==> config.mk <==
export PLATFORM = sky130hd
export DESIGN_NAME = majority_vote_port_debounce
export DESIGN_NICKNAME = d
export VERILOG_FILES = /design/src/sv/mvpd_pkg.sv /design/src/sv/majority_vote_port_debounce.sv
export SDC_FILE = /design/constraint.sdc
export NUM_CORES = 1
export LEC_CHECK = 0
export BUFFER_PORTS_ARGS = -buffer_cell sky130_fd_sc_hd__buf_2
export CORE_AREA = 3 3 139 275
export DETAILED_ROUTE_END_ITERATION = 16
export DIE_AREA = 0 0 142 278
export GPL_ROUTABILITY_DRIVEN = 0
export PLACE_DENSITY_LB_ADDON = 0.1
export SETUP_SLACK_MARGIN = 0.2
export SYNTH_ARGS = -nofsm -noshare
export SYNTH_HDL_FRONTEND = slang
export SYNTH_SLANG_ARGS = --single-unit
==> constraint.sdc <==
create_clock -name clk_i -period 9.2 [get_ports clk_i]
set_input_delay 2.76 -clock clk_i [delete_from_list [all_inputs] [get_ports clk_i]]
set_output_delay 2.76 -clock clk_i [all_outputs]
set_load 0.01 [all_outputs]
==> src/sv/mvpd_pkg.sv <==
// Shared constants and field widths of the majority-vote port debounce.
package mvpd_pkg;

  localparam int unsigned HistDepth   = 3;
  localparam int unsigned PortSlots   = 16;

  localparam int unsigned SlotW       = 4;
  localparam int unsigned SampleW     = 8;
  localparam int unsigned ChipCountW  = 4;
  localparam int unsigned StreamDataW = 16;

endpackage

==> src/sv/majority_vote_port_debounce.sv <==
// Majority-vote debounce over a per-port sample history held in one memory.
// A sample passes stage 1 (row read), then the output register (vote); one sample per cycle
// unless the output is held. The history memory is read in the accept cycle and written back
// as stage 1 moves on, with a write-to-read bypass for the same port.
// Reset: history rows read as all ones until first written (one flag per row),
// the shared history slot and the active chip count return to zero.
module majority_vote_port_debounce #(
  parameter int unsigned HISTORY_DEPTH = mvpd_pkg::HistDepth,
  parameter int unsigned PORT_SLOTS    = mvpd_pkg::PortSlots
) (
  input  logic                               clk_i,
  input  logic                               rst_ni,
  // configuration: active_chip_count
  input  logic                               cfg_we_i,
  input  logic [mvpd_pkg::ChipCountW-1:0]    cfg_wdata_i,
  // sample stream
  input  logic                               s_axis_tvalid,
  output logic                               s_axis_tready,
  // [3:0] port_slot, [11:4] raw_sample, [15:12] zero
  input  logic [mvpd_pkg::StreamDataW-1:0]   s_axis_tdata,
  input  logic                               s_axis_tlast,   // scan_end
  // voted stream
  output logic                               m_axis_tvalid,
  input  logic                               m_axis_tready,
  // [3:0] result_slot, [11:4] voted_byte, [15:12] zero
  output logic [mvpd_pkg::StreamDataW-1:0]   m_axis_tdata,
  output logic                               m_axis_tuser    // slot_valid
);
  import mvpd_pkg::*;

  localparam int unsigned AddrW = (PORT_SLOTS > 1) ? $clog2(PORT_SLOTS) : 1;
  localparam int unsigned PosW  = (HISTORY_DEPTH > 1) ? $clog2(HISTORY_DEPTH) : 1;
  localparam int unsigned RowW  = HISTORY_DEPTH * SampleW;
  localparam int unsigned CntW  = $clog2(HISTORY_DEPTH + 1);
  localparam int unsigned SlotCmpW = (AddrW + 1 > SlotW + 1) ? AddrW + 1 : SlotW + 1;
  localparam logic [PosW-1:0]     LastPos = PosW'(HISTORY_DEPTH - 1);
  localparam logic [CntW-1:0]     HalfCnt = CntW'(HISTORY_DEPTH / 2);
  localparam logic [SlotCmpW-1:0] SlotLim = SlotCmpW'(PORT_SLOTS);

  // Configuration register: the user must write it only while the stream is idle; the block does not enforce this.
  logic [ChipCountW-1:0] chip_cnt_q;

  always_ff @(posedge clk_i or negedge rst_ni) begin
    if (!rst_ni) begin
      chip_cnt_q <= '0;
    end else if (cfg_we_i) begin
      chip_cnt_q <= cfg_wdata_i;
    end
  end

  // Unpack the incoming transfer.
  logic [SlotW-1:0]   in_slot;
  logic [SampleW-1:0] in_sample;
  logic               in_fire;
  logic               in_ok;

  assign in_slot   = s_axis_tdata[SlotW-1:0];
  assign in_sample = s_axis_tdata[SlotW +: SampleW];
  assign in_fire   = s_axis_tvalid && s_axis_tready;

  // A slot is stored only below twice the chip count and inside the memory.
  assign in_ok = ({1'b0, in_slot} < {chip_cnt_q, 1'b0}) &&
                 (SlotCmpW'(in_slot) < SlotLim);

  // Shared history slot: advance on the last sample of a scan, wrap at the depth.
  logic [PosW-1:0] hist_pos_q;

  always_ff @(posedge clk_i or negedge rst_ni) begin
    if (!rst_ni) begin
      hist_pos_q <= '0;
    end else if (in_fire && s_axis_tlast) begin
      hist_pos_q <= (hist_pos_q == LastPos) ? '0 : hist_pos_q + PosW'(1);
    end
  end

  // Stage 1: the sample waits here while its history row is read.
  logic               s1_vld_q;
  logic [SlotW-1:0]   s1_slot_q;
  logic [SampleW-1:0] s1_sample_q;
  logic [PosW-1:0]    s1_pos_q;
  logic               s1_ok_q;
  logic               s1_adv;

  // Output register.
  logic               out_vld_q;
  logic [SlotW-1:0]   out_slot_q;
  logic [SampleW-1:0] out_voted_q;
  logic               out_ok_q;

  // Stage 1 moves on when the output register is empty or being drained;
  // a new sample enters whenever stage 1 is empty or moving on.
  assign s1_adv        = !out_vld_q || m_axis_tready;
  assign s_axis_tready = !s1_vld_q || s1_adv;

  always_ff @(posedge clk_i or negedge rst_ni) begin
    if (!rst_ni) begin
      s1_vld_q <= 1'b0;
    end else if (s_axis_tready) begin
      s1_vld_q <= s_axis_tvalid;
    end
  end

  always_ff @(posedge clk_i) begin
    if (in_fire) begin
      s1_slot_q   <= in_slot;
      s1_sample_q <= in_sample;
      s1_pos_q    <= hist_pos_q;
      s1_ok_q     <= in_ok;
    end
  end

  // History memory: one row per port, one byte per history entry.
  logic [RowW-1:0]       hist_mem [PORT_SLOTS];
  logic [PORT_SLOTS-1:0] row_vld_q;
  logic [RowW-1:0]       rd_row_q;
  logic                  rd_row_vld_q;

  logic [AddrW-1:0] rd_addr;
  logic [AddrW-1:0] wr_addr;
  logic             rd_en;
  logic             wr_en;
  logic [RowW-1:0]  wr_row;
  logic             bypass;

  assign rd_addr = AddrW'(in_slot);
  assign wr_addr = AddrW'(s1_slot_q);
  assign rd_en   = in_fire && in_ok;
  assign wr_en   = s1_vld_q && s1_adv && s1_ok_q;
  // Same port written back in the cycle it is read: take the new row.
  assign bypass  = wr_en && (wr_addr == rd_addr);

  always_ff @(posedge clk_i) begin
    if (wr_en) begin
      hist_mem[wr_addr] <= wr_row;
    end
  end

  always_ff @(posedge clk_i) begin
    if (rd_en) begin
      rd_row_q <= bypass ? wr_row : hist_mem[rd_addr];
    end
  end

  // Row flags: an unwritten row reads as all ones.
  always_ff @(posedge clk_i or negedge rst_ni) begin
    if (!rst_ni) begin
      row_vld_q    <= '0;
      rd_row_vld_q <= 1'b0;
    end else begin
      if (wr_en) begin
        row_vld_q[wr_addr] <= 1'b1;
      end
      if (rd_en) begin
        rd_row_vld_q <= bypass || row_vld_q[rd_addr];
      end
    end
  end

  // Modify: drop the sample into the current history entry of its row.
  logic [RowW-1:0]    base_row;
  logic [SampleW-1:0] voted;

  assign base_row = rd_row_vld_q ? rd_row_q : '1;

  always_comb begin
    for (int unsigned e = 0; e < HISTORY_DEPTH; e++) begin
      if (s1_pos_q == PosW'(e)) begin
        wr_row[e*SampleW +: SampleW] = s1_sample_q;
      end else begin
        wr_row[e*SampleW +: SampleW] = base_row[e*SampleW +: SampleW];
      end
    end
  end

  // Vote: a bit is set when more than half of its history entries are ones.
  always_comb begin
    logic [CntW-1:0] ones;
    for (int unsigned b = 0; b < SampleW; b++) begin
      ones = '0;
      for (int unsigned e = 0; e < HISTORY_DEPTH; e++) begin
        ones = ones + CntW'(wr_row[e*SampleW + b]);
      end
      voted[b] = ones > HalfCnt;
    end
  end

  always_ff @(posedge clk_i or negedge rst_ni) begin
    if (!rst_ni) begin
      out_vld_q <= 1'b0;
    end else if (s1_adv) begin
      out_vld_q <= s1_vld_q;
    end
  end

  always_ff @(posedge clk_i) begin
    if (s1_adv && s1_vld_q) begin
      out_slot_q  <= s1_slot_q;
      out_voted_q <= s1_ok_q ? voted : '0;
      out_ok_q    <= s1_ok_q;
    end
  end

  assign m_axis_tvalid = out_vld_q;
  assign m_axis_tdata  = {{(StreamDataW - SlotW - SampleW){1'b0}}, out_voted_q, out_slot_q};
  assign m_axis_tuser  = out_ok_q;

  // A held stage 1 must block new samples.
  assert property (@(posedge clk_i) disable iff (!rst_ni)
    (s1_vld_q && !s1_adv) |-> !s_axis_tready)
    else $error("sample accepted while stage 1 is held");

  // A rejected slot carries a zero vote.
  assert property (@(posedge clk_i) disable iff (!rst_ni)
    (m_axis_tvalid && !m_axis_tuser) |-> (out_voted_q == '0))
    else $error("invalid slot with nonzero vote");

  // The shared history slot stays inside the history depth.
  assert property (@(posedge clk_i) disable iff (!rst_ni)
    hist_pos_q <= LastPos)
    else $error("history slot out of range");

  // Write-back only ever touches an active slot, below twice the chip count.
  assert property (@(posedge clk_i) disable iff (!rst_ni)
    wr_en |-> ({1'b0, s1_slot_q} < {chip_cnt_q, 1'b0}))
    else $error("write-back to an inactive port");

endmodule

==> results of run 1 <==
==> power breakdown <==
part	total, W	internal [W]	switching, W	leakage [nW]
Clock	0.00170	0.000984	0.000717	0.631
Sequential	0.00254	0.00251	0.0000321	4.18
Combinational	0.000480	0.000156	0.000323	1.69
Total	0.00472	0.00365	0.00107	6.49
==> state kept, by name, indices dropped and copies added, names as in the netlist, 2 cells and up <==
| signal | count |
|---|---|
| hist_mem | 384 |
| rd_row_q | 24 |
| row_vld_q | 16 |
| out_voted_q | 8 |
| s1_sample_q | 8 |
| chip_cnt_q | 4 |
| out_slot_q | 4 |
| s1_slot_q | 4 |
| hist_pos_q | 2 |
| s1_pos_q | 2 |
==> cell families after synthesis <==
group	synth area share (%)
flip-flops	75.8
multiplexers	14.6
AND/OR/NAND/NOR	3.39
AO/OA/AOI/OAI	3.52
buffers and inverters	1.72
adder cells (fa/ha/maj)	0.692
XOR/XNOR	0.194
other	0.0207
==> routing by layer <==
layer / vias to the layer above / wire length (um) / track usage [%]
met2: 265 / 22500 / 38.1
li1: 3687 / - / -
met3: 77 / 1900 / 3.13
met4: 0 / 1360 / 7.29
met5: - / 0 / 0
met1: 4641 / 15400 / 26.3
==> synth_stat cells (all sizes together) <==
cell / count
o21a: 8
nand3: 1
a31oi: 8
a21o: 2
nor3: 5
or3: 1
dfrtp: 25
xor2: 4
ha: 10
or2: 10
o31ai: 2
buf: 27
conb: 1
nor2: 24
mux2: 34
inv: 13
a21oi: 8
nor2b: 14
o21ai: 2
or4: 1
a211oi: 2
o31a: 1
nor4: 1
edfxtp: 436
a22oi: 48
a22o: 2
nand2b: 14
o21bai: 6
clkbuf: 23
nand4bb: 1
nand2: 29
mux4: 100
and2: 3
mux2i: 1
nor3b: 1
nand3b: 11
==> critical path: cells and delay by family <==
| family | cells | cell delay (ns) |
|---|---|---|
| simple gates | 1 | 0.20 |
| buf+inv | 2 | 0.27 |
==> cell type report <==
class                   instances  area [sq um]  area share (%)
clock buffers                  49          1060            5.22
clock inverters                19           248            1.23
inverters                      13          48.8           0.241
multi-input cells             358          4190            20.7
flip-flops and latches        461         13700            67.9
well taps                     454           568            2.81
repair buffers                 62           384            1.90
==> final timing paths <==
path,endpoint,cells past startpoint
worst max-delay path,s_axis_tready,3
worst min-delay path,row_vld_q[14],1
worst max register to register,hist_mem[5][10],4
worst min register to register,row_vld_q[14],1
max in group asynchronous,row_vld_q[7],1
min in group asynchronous,chip_cnt_q[3],1
==> through the flow <==
step / util (%) / power, W / instance area, sq um / hold WS (ns)
after floorplan: - / 0.00289 / 18100 / 0.421
after detailed placement: 51.7 / 0.00306 / 18900 / 0.448
after global placement: 51.7 / 0.00303 / 18900 / 0.451
final: 55.3 / 0.00472 / 20200 / 0.460
after global routing: 55.3 / 0.00488 / 20200 / 0.481
after CTS: 55.3 / 0.00476 / 20200 / 0.463
==> results.toml, run 1 <==
[run_status]
status = "complete, no violations"

[finish]
fillers = 2705
final_common_cell = "edfxtp_1"
final_cells = 1416
final_layout_size_suffix_gt1_share_pct = 29.3
antennaDiodeCount = 0
syn_to_final_growth_pct = 11.7
layout_common_cells = "436 x edfxtp_1, 100 x mux4_2, 48 x a22oi_1"
fin_nets = 971

[floorplan]
rows = 99
fp.dieH_um = 278
ios = 45
die_area_sq_um = 39500
die_w_um = 142
core_sq_um = 36500
start_util_pct = 49.5

[worst_setup_path]
cp.arrival_ns = 3.23
worstPathRequired_ns = 6.44
setup.worst_path.start_class = "input pin"
worstSetupPathType = "in2out"
slowest_stage = "nand3b_1"
max_stage_delay_ns = 0.20
critPathMaxFanout = 4
cp-startpoint = "m_axis_tready"
end_kind = "output port"
r2r_start = "s1_ok_q"
r2r_slack_ns = 6.13
crit_path_frequent_cell = "buf_2"
crit_chain = "buf_2 > nand3b_1 > buf_2"

[route]
dr.pass1.iters = 6
wl_mm = 41.2
drt-initial-drc-count = 843
vias = 8670
wl_per_cell_um = 29.1
via_per_inst = 6.12
route.detailed.drc = 0
antenna_left = 0

[placement]
dp_hpwl_mm = 22.4
detailedPlace.worstSlack_ns = 3.21
place_inst = 1347
io_buffers = 36

[synth]
synth_area_leader_cell = "edfxtp_1"
yosys_register_bits = 461
synth_cells = 879
synth_top_area_share_pct = 72.4
postSynthAreaPerCell_sq_um = 20.6
synth.area.top_cells = "edfxtp_1 72%, mux4_2 12%, dfrtp_1 3.5%"
ys_seq_area_share_pct = 75.8
synth-warning-count = 0
synth.distinct_cells = 39
syn_area_sq_um = 18100

[global_routing]
grt_pass1_wl_mm = 60.7
grt-ovfl-total = 0
grt_pass1_vias = 9291
grt_use_total_pct = 21.3
antenna_found_initial = 0
grt_max_degree = 69

[flow_run]
cap_violations = 0

[pwr]
peakVddDrop_v = 0.000199
power_density_nw_per_um2 = 233
p_leak_nw = 6.49

[sta]
final.setup.tns_ns = 0
worstMarginPinSlew_ns = 1.32
maxSlewViolCount = 0
slew_headroom_pct = 11.3
fin_crit_sh_pct = 65.1
setup_violations = 0
fin_crit_ns = 5.99
rsz0062_at_grt = "no"
skew_ns = 0.0104
hold_viol = 0
fmax_mhz = 167
setup_ws_ns = 3.21

[clocking]
postCtsSetupBuffers = 0
root_buffer = "clkbuf_16"
numCtsBuffers = 39
htree_levels = 2
cts_tree = "yes"
path_clk_slew_ns = 0.06
holdBufCountCts = 0
clk_latency_ns = 0.53
cts_sinks = 461
cts_resized = 0
clockBufferDepth = 3

[worst_hold_path]
hp-class = "reg2reg"
min_from = "row_vld_q[14]"
Note: power is estimated with default switching activity, not from simulation.
==> inputs of run 2 (changes only) <==
Clock period 9.2 ns to 4.8 ns, I/O delays scaled along.
==> results.toml, run 2 (synthesis gave the netlist of run 1 again) <==
[run_status]
status = "complete, no violations"

[sta]
fmax_mhz = 297
maxSlewViolCount = 0
hold_slack_ns = 0.470
setup_violations = 0
slew_headroom_pct = 8.15
worstMarginPinSlew_ns = 1.37
rsz0062_at_grt = "no"
skew_ns = 0.0166
hold_viol = 0
fin_crit_ns = 3.36
final.setup.tns_ns = 0
fin_crit_sh_pct = 70.1

[worst_setup_path]
setup.worst_path.start_class = "input pin"
crit_chain = "buf_2 > nand3b_1 > buf_2"
cp.arrival_ns = 1.92
worstPathRequired_ns = 3.36
critPathTopFamily = "buffers and inverters"
worstSetupPathType = "in2out"
end_kind = "output port"
worst-path-buf-inv = 2
critPathMaxFanout = 4
r2r_slack_ns = 1.90
max_stage_delay_ns = 0.21
slowest_stage = "nand3b_1"
crit_path_frequent_cell = "buf_2"

[clocking]
path_clk_slew_ns = 0.07
clk_latency_ns = 0.53
numCtsBuffers = 39
cts_resized = 0
clockBufferDepth = 3
holdBufCountCts = 0
cts_sinks = 461
htree_levels = 2
postCtsSetupBuffers = 0
cts_tree = "yes"
root_buffer = "clkbuf_16"

[pwr]
pwr-share-seq_pct = 53.8
clkPwrFrac_pct = 36.0
finalPower_w = 0.00905
internal-power_w = 0.00699
netSwitchingPower_w = 0.00207
swShare_pct = 22.8
peakVddDrop_v = 0.000361
power_density_nw_per_um2 = 446
share_comb_of_total_power_pct = 10.2
p_leak_nw = 6.54

[floorplan]
die_w_um = 142
ios = 45
fp.dieH_um = 278
die_area_sq_um = 39500
start_util_pct = 49.5
core_sq_um = 36500
rows = 99

[finish]
antennaDiodeCount = 0
largest_reg_flops = 384
syn_to_final_growth_pct = 12.3
multi_input_area_sq_um = 4200
register_area_sq_um = 13700
fin_util_pct = 55.6
reg.largest.list = "hist_mem: 384 flops, rd_row_q: 24 flops, row_vld_q: 16 flops"
fillers = 2729
layout_common_cells = "436 x edfxtp_1, 100 x mux4_2, 48 x a22oi_1"
final_common_cell = "edfxtp_1"
final_layout_size_suffix_gt1_share_pct = 29.8
top_register = "hist_mem"
fin_nets = 979

[placement]
io_buffers = 36
dp_hpwl_mm = 23.2

[route]
route.detailed.drc = 0
drt-initial-drc-count = 827
via_per_inst = 6.13
antenna_left = 0
wl_per_cell_um = 29.4
wl_mm = 42.0
vias = 8738
dr.pass1.iters = 5

[flow_run]
cap_violations = 0

[global_routing]
grt-ovfl-total = 0
grt_pass1_vias = 9812
antenna_found_initial = 0
grt_pass1_wl_mm = 63.2
grt_use_total_pct = 22.0
grt_max_degree = 68

[worst_hold_path]
hp-class = "reg2reg"
[run 2: cell count changes in the layout (fill, tap and decap cells not counted), moves of 2 or more]
cell	before	now
buf_4	26	33
clkinv_1	5	9
a31oi_1	8	6
a31oi_2	0	2
buf_12	0	2
[run 2: final timing paths]
| check | cells past startpoint | start | to |
|---|---|---|---|
| worst max-delay path | 3 | m_axis_tready | s_axis_tready |
| worst min-delay path | 1 | row_vld_q[1] | row_vld_q[1] |
| worst max register to register | 5 | s1_pos_q[0] | out_voted_q[2] |
| worst min register to register | 1 | row_vld_q[1] | row_vld_q[1] |
| max in group asynchronous | 1 | rst_ni | row_vld_q[9] |
| min in group asynchronous | 1 | rst_ni | chip_cnt_q[3] |
[run 2: worst reg2reg max path, cell delays in order, from the launching register on]
cell and delay (ns):
edfxtp_1 0.39, or2_2 0.50, a31oi_1 1.07, ha_1 0.42, a21oi_1 0.17, nor2b_1 0.09
[run 2: per-layer routing]
layer | vias to the layer above | part of all wire, % | global-route usage (%)
met5 | - | 0 | 0
li1 | 3710 | - | -
met3 | 78 | 4.8 | 3.15
met1 | 4672 | 37 | 27.7
met2 | 278 | 55 | 38.6
met4 | 0 | 3.4 | 7.93
[run 2: cell type report]
cell class	instances	share of cell area [%]
clock inverter	22	1.25
sequential	461	67.5
tap	454	2.80
timing repair buffer	70	2.31
clock buffer	48	5.18
multi-input combinational	358	20.7
inverter	13	0.240
[run 2: power by group through the flow]
stage / logic [W] / clock network [W] / registers (W)
global route: 0.00102 / 0.00348 / 0.00488
finish: 0.000924 / 0.00326 / 0.00487
floorplan: 0.000597 / 0 / 0.00493
CTS: 0.000932 / 0.00335 / 0.00487
detailed placement: 0.000928 / 0 / 0.00495
global placement: 0.000877 / 0 / 0.00494
[run 2: metrics by stage]
step,setup WS [ns],area (sq um),cells
floorplan,0.620,18100,882
global placement,0.848,19000,1356
detailed placement,0.807,19000,1356
CTS,1.39,20300,1426
global route,1.20,20300,1426
finish,1.44,20300,1426
==> inputs of run 3 (changes only) <==
Settings changed: ABC_AREA set to 1, CORE_AREA 3 3 139 275 to 3 3 143 283, DIE_AREA 0 0 142 278 to 0 0 146 286.
Clock period 4.8 ns to 3.4 ns, I/O delays scaled along.
==> results.toml, run 3 <==
[finish]
largest_reg_flops = 384
top_register = "hist_mem"
antennaDiodeCount = 0
fin_util_pct = 55.5
final_layout_size_suffix_gt1_share_pct = 10.2
layout_common_cells = "436 x edfxtp_1, 359 x nand2_1, 258 x nor2_1"
final_common_cell = "edfxtp_1"
fin_nets = 1748
reg.largest.list = "hist_mem: 384 flops, rd_row_q: 24 flops, row_vld_q: 16 flops"
syn_to_final_growth_pct = 12.7

[route]
route.detailed.drc = 0
wl_mm = 47.7
via_per_inst = 5.47
vias = 12400
dr.pass1.iters = 6
drt-initial-drc-count = 724
antenna_left = 0
wl_per_cell_um = 21.1

[synth]
yosys_register_bits = 461
synthTopCellsByCount = "436 x edfxtp_1, 359 x nand2_1, 274 x nor2_1"
postSynthAreaPerCell_sq_um = 11.4
synth-warning-count = 0
async_flop_share_pct = 5.42
syn_area_sq_um = 19100
synth_cells = 1665
synth_area_leader_cell = "edfxtp_1"
synth_most_common_cell = "edfxtp_1"
synth_top_area_share_pct = 68.7
ys_seq_area_share_pct = 72.0
synth.area.top_cells = "edfxtp_1 69%, nand2_1 7.1%, nor2_1 5.4%"
synth.distinct_cells = 27
synth-edff-count = 436
ys.flop_type = "edfxtp_1"

[flow_run]
cap_violations = 0

[clocking]
path_clk_slew_ns = 0.07
cts_tree = "yes"
numCtsBuffers = 40
htree_levels = 2
cts_sinks = 461
holdBufCountCts = 0
clockBufferDepth = 3
clk_latency_ns = 0.54
root_buffer = "clkbuf_16"
cts_resized = 0
postCtsSetupBuffers = 0

[pwr]
peakVddDrop_v = 0.000361
finalPower_w = 0.0126
power_density_nw_per_um2 = 589
p_leak_nw = 7.88

[worst_hold_path]
hp-class = "reg2reg"
holdPathStages = 2
whs_endpoint = "row_vld_q[8]"
min_from = "row_vld_q[8]"

[global_routing]
grt-ovfl-total = 0
grt_pass1_vias = 12300
grt_max_degree = 112
grt_pass1_wl_mm = 72.0
grt_use_total_pct = 22.8
antenna_found_initial = 0

[worst_setup_path]
critPathMaxFanout = 18
max_stage_delay_ns = 0.55
reg2regPathDepth = 8
worstSetupPathType = "reg2reg"
setup.worst_path.start_class = "flip-flop"
end_kind = "flip-flop"
worstPathRequired_ns = 3.67
r2r_slack_ns = 0.65
r2r-end = "out_voted_q[2]"
slowest_stage = "or2_1"
cp.arrival_ns = 3.02
worst-path-buf-inv = 2
cp-startpoint = "s1_pos_q[1]"
critPathTopFamily = "compound AO/OA/AOI/OAI gates"
crit_chain = "inv_1 > or2_1 > o21ai_0 > o21ai_0 > buf_4 > ha_1 > a21oi_1 > nor2_1"
r2r_start = "s1_pos_q[1]"
crit_path_frequent_cell = "o21ai_0"

[sta]
fmax_mhz = 364
hold_slack_ns = 0.463
maxSlewViolCount = 0
setup_violations = 0
worstMarginPinSlew_ns = 0.828
skew_ns = 0.00892
final.setup.tns_ns = 0
fin_crit_ns = 2.75
slew_headroom_pct = 44.8
rsz0062_at_grt = "no"
hold_viol = 0
fin_crit_sh_pct = 80.8

[placement]
dp_hpwl_mm = 26.1
io_buffers = 36

[floorplan]
core_sq_um = 38700
die_area_sq_um = 41800
rows = 102
fp.dieH_um = 286
die_w_um = 146
start_util_pct = 49.3
ios = 45

[run_status]
status = "complete, no violations"
## run 3: worst register-to-register path: stages, from the launching register on
cell	delay, ns
edfxtp_1	0.42
inv_1	0.09
or2_1	0.55
o21ai_0	0.19
o21ai_0	0.12
buf_4	0.26
ha_1	0.26
a21oi_1	0.50
nor2_1	0.10
## run 3: cell type report
| type | count | area [sq um] |
|---|---|---|
| clock buffers | 53 | 1090 |
| clock inverters | 17 | 108 |
| fillers | 3179 | 17200 |
| inverters | 74 | 283 |
| multi-input cells | 1037 | 4680 |
| flip-flops and latches | 461 | 13700 |
| well taps | 520 | 651 |
| repair buffers | 98 | 940 |
## run 3: logic make-up after synthesis
group,share of synthesized area (%)
xor+xnor,0.0919
compound gates,5.88
buf+inv,4.14
fa+ha+maj,0.657
mux,0.0591
other cells,0.0197
flops,72.0
simple gates,17.2
## run 3: power by group
group | internal, W | switching [W] | total [W]
combinational | 0.000412 | 0.00113 | 0.00154
sequential | 0.00676 | 0.0000601 | 0.00682
clock | 0.00234 | 0.00195 | 0.00429
total | 0.00951 | 0.00313 | 0.0126
## run 3: worst max-delay path by stage
| stage | endpoint | cells past startpoint |
|---|---|---|
| 2_1_floorplan | hist_mem[0][0] | 6 |
| 3_3_place_gp | rd_row_q[5] | 9 |
| 3_5_place_dp | rd_row_q[1] | 9 |
| 4_1_cts | out_voted_q[2] | 8 |
| 5_1_grt | out_voted_q[2] | 8 |
| 6_report | out_voted_q[2] | 8 |
## run 3: metal layers
layer / up-vias / GRT usage (%) / wire (um)
met2: 323 / 41.4 / 25200
met1: 6080 / 26.8 / 18100
met4: 0 / 11.7 / 2520
li1: 5820 / - / -
met3: 130 / 2.38 / 1910
met5: - / 0 / 0
## run 3: metrics by stage
stage / instance area (sq um) / setup slack (ns) / cells
finish: 21500 / 0.654 / 2260
global route: 21500 / 0.607 / 2260
CTS: 21500 / 0.698 / 2260
detailed placement: 20300 / 0.509 / 2190
global placement: 20300 / 0.573 / 2190
floorplan: 19100 / 0.392 / 1668
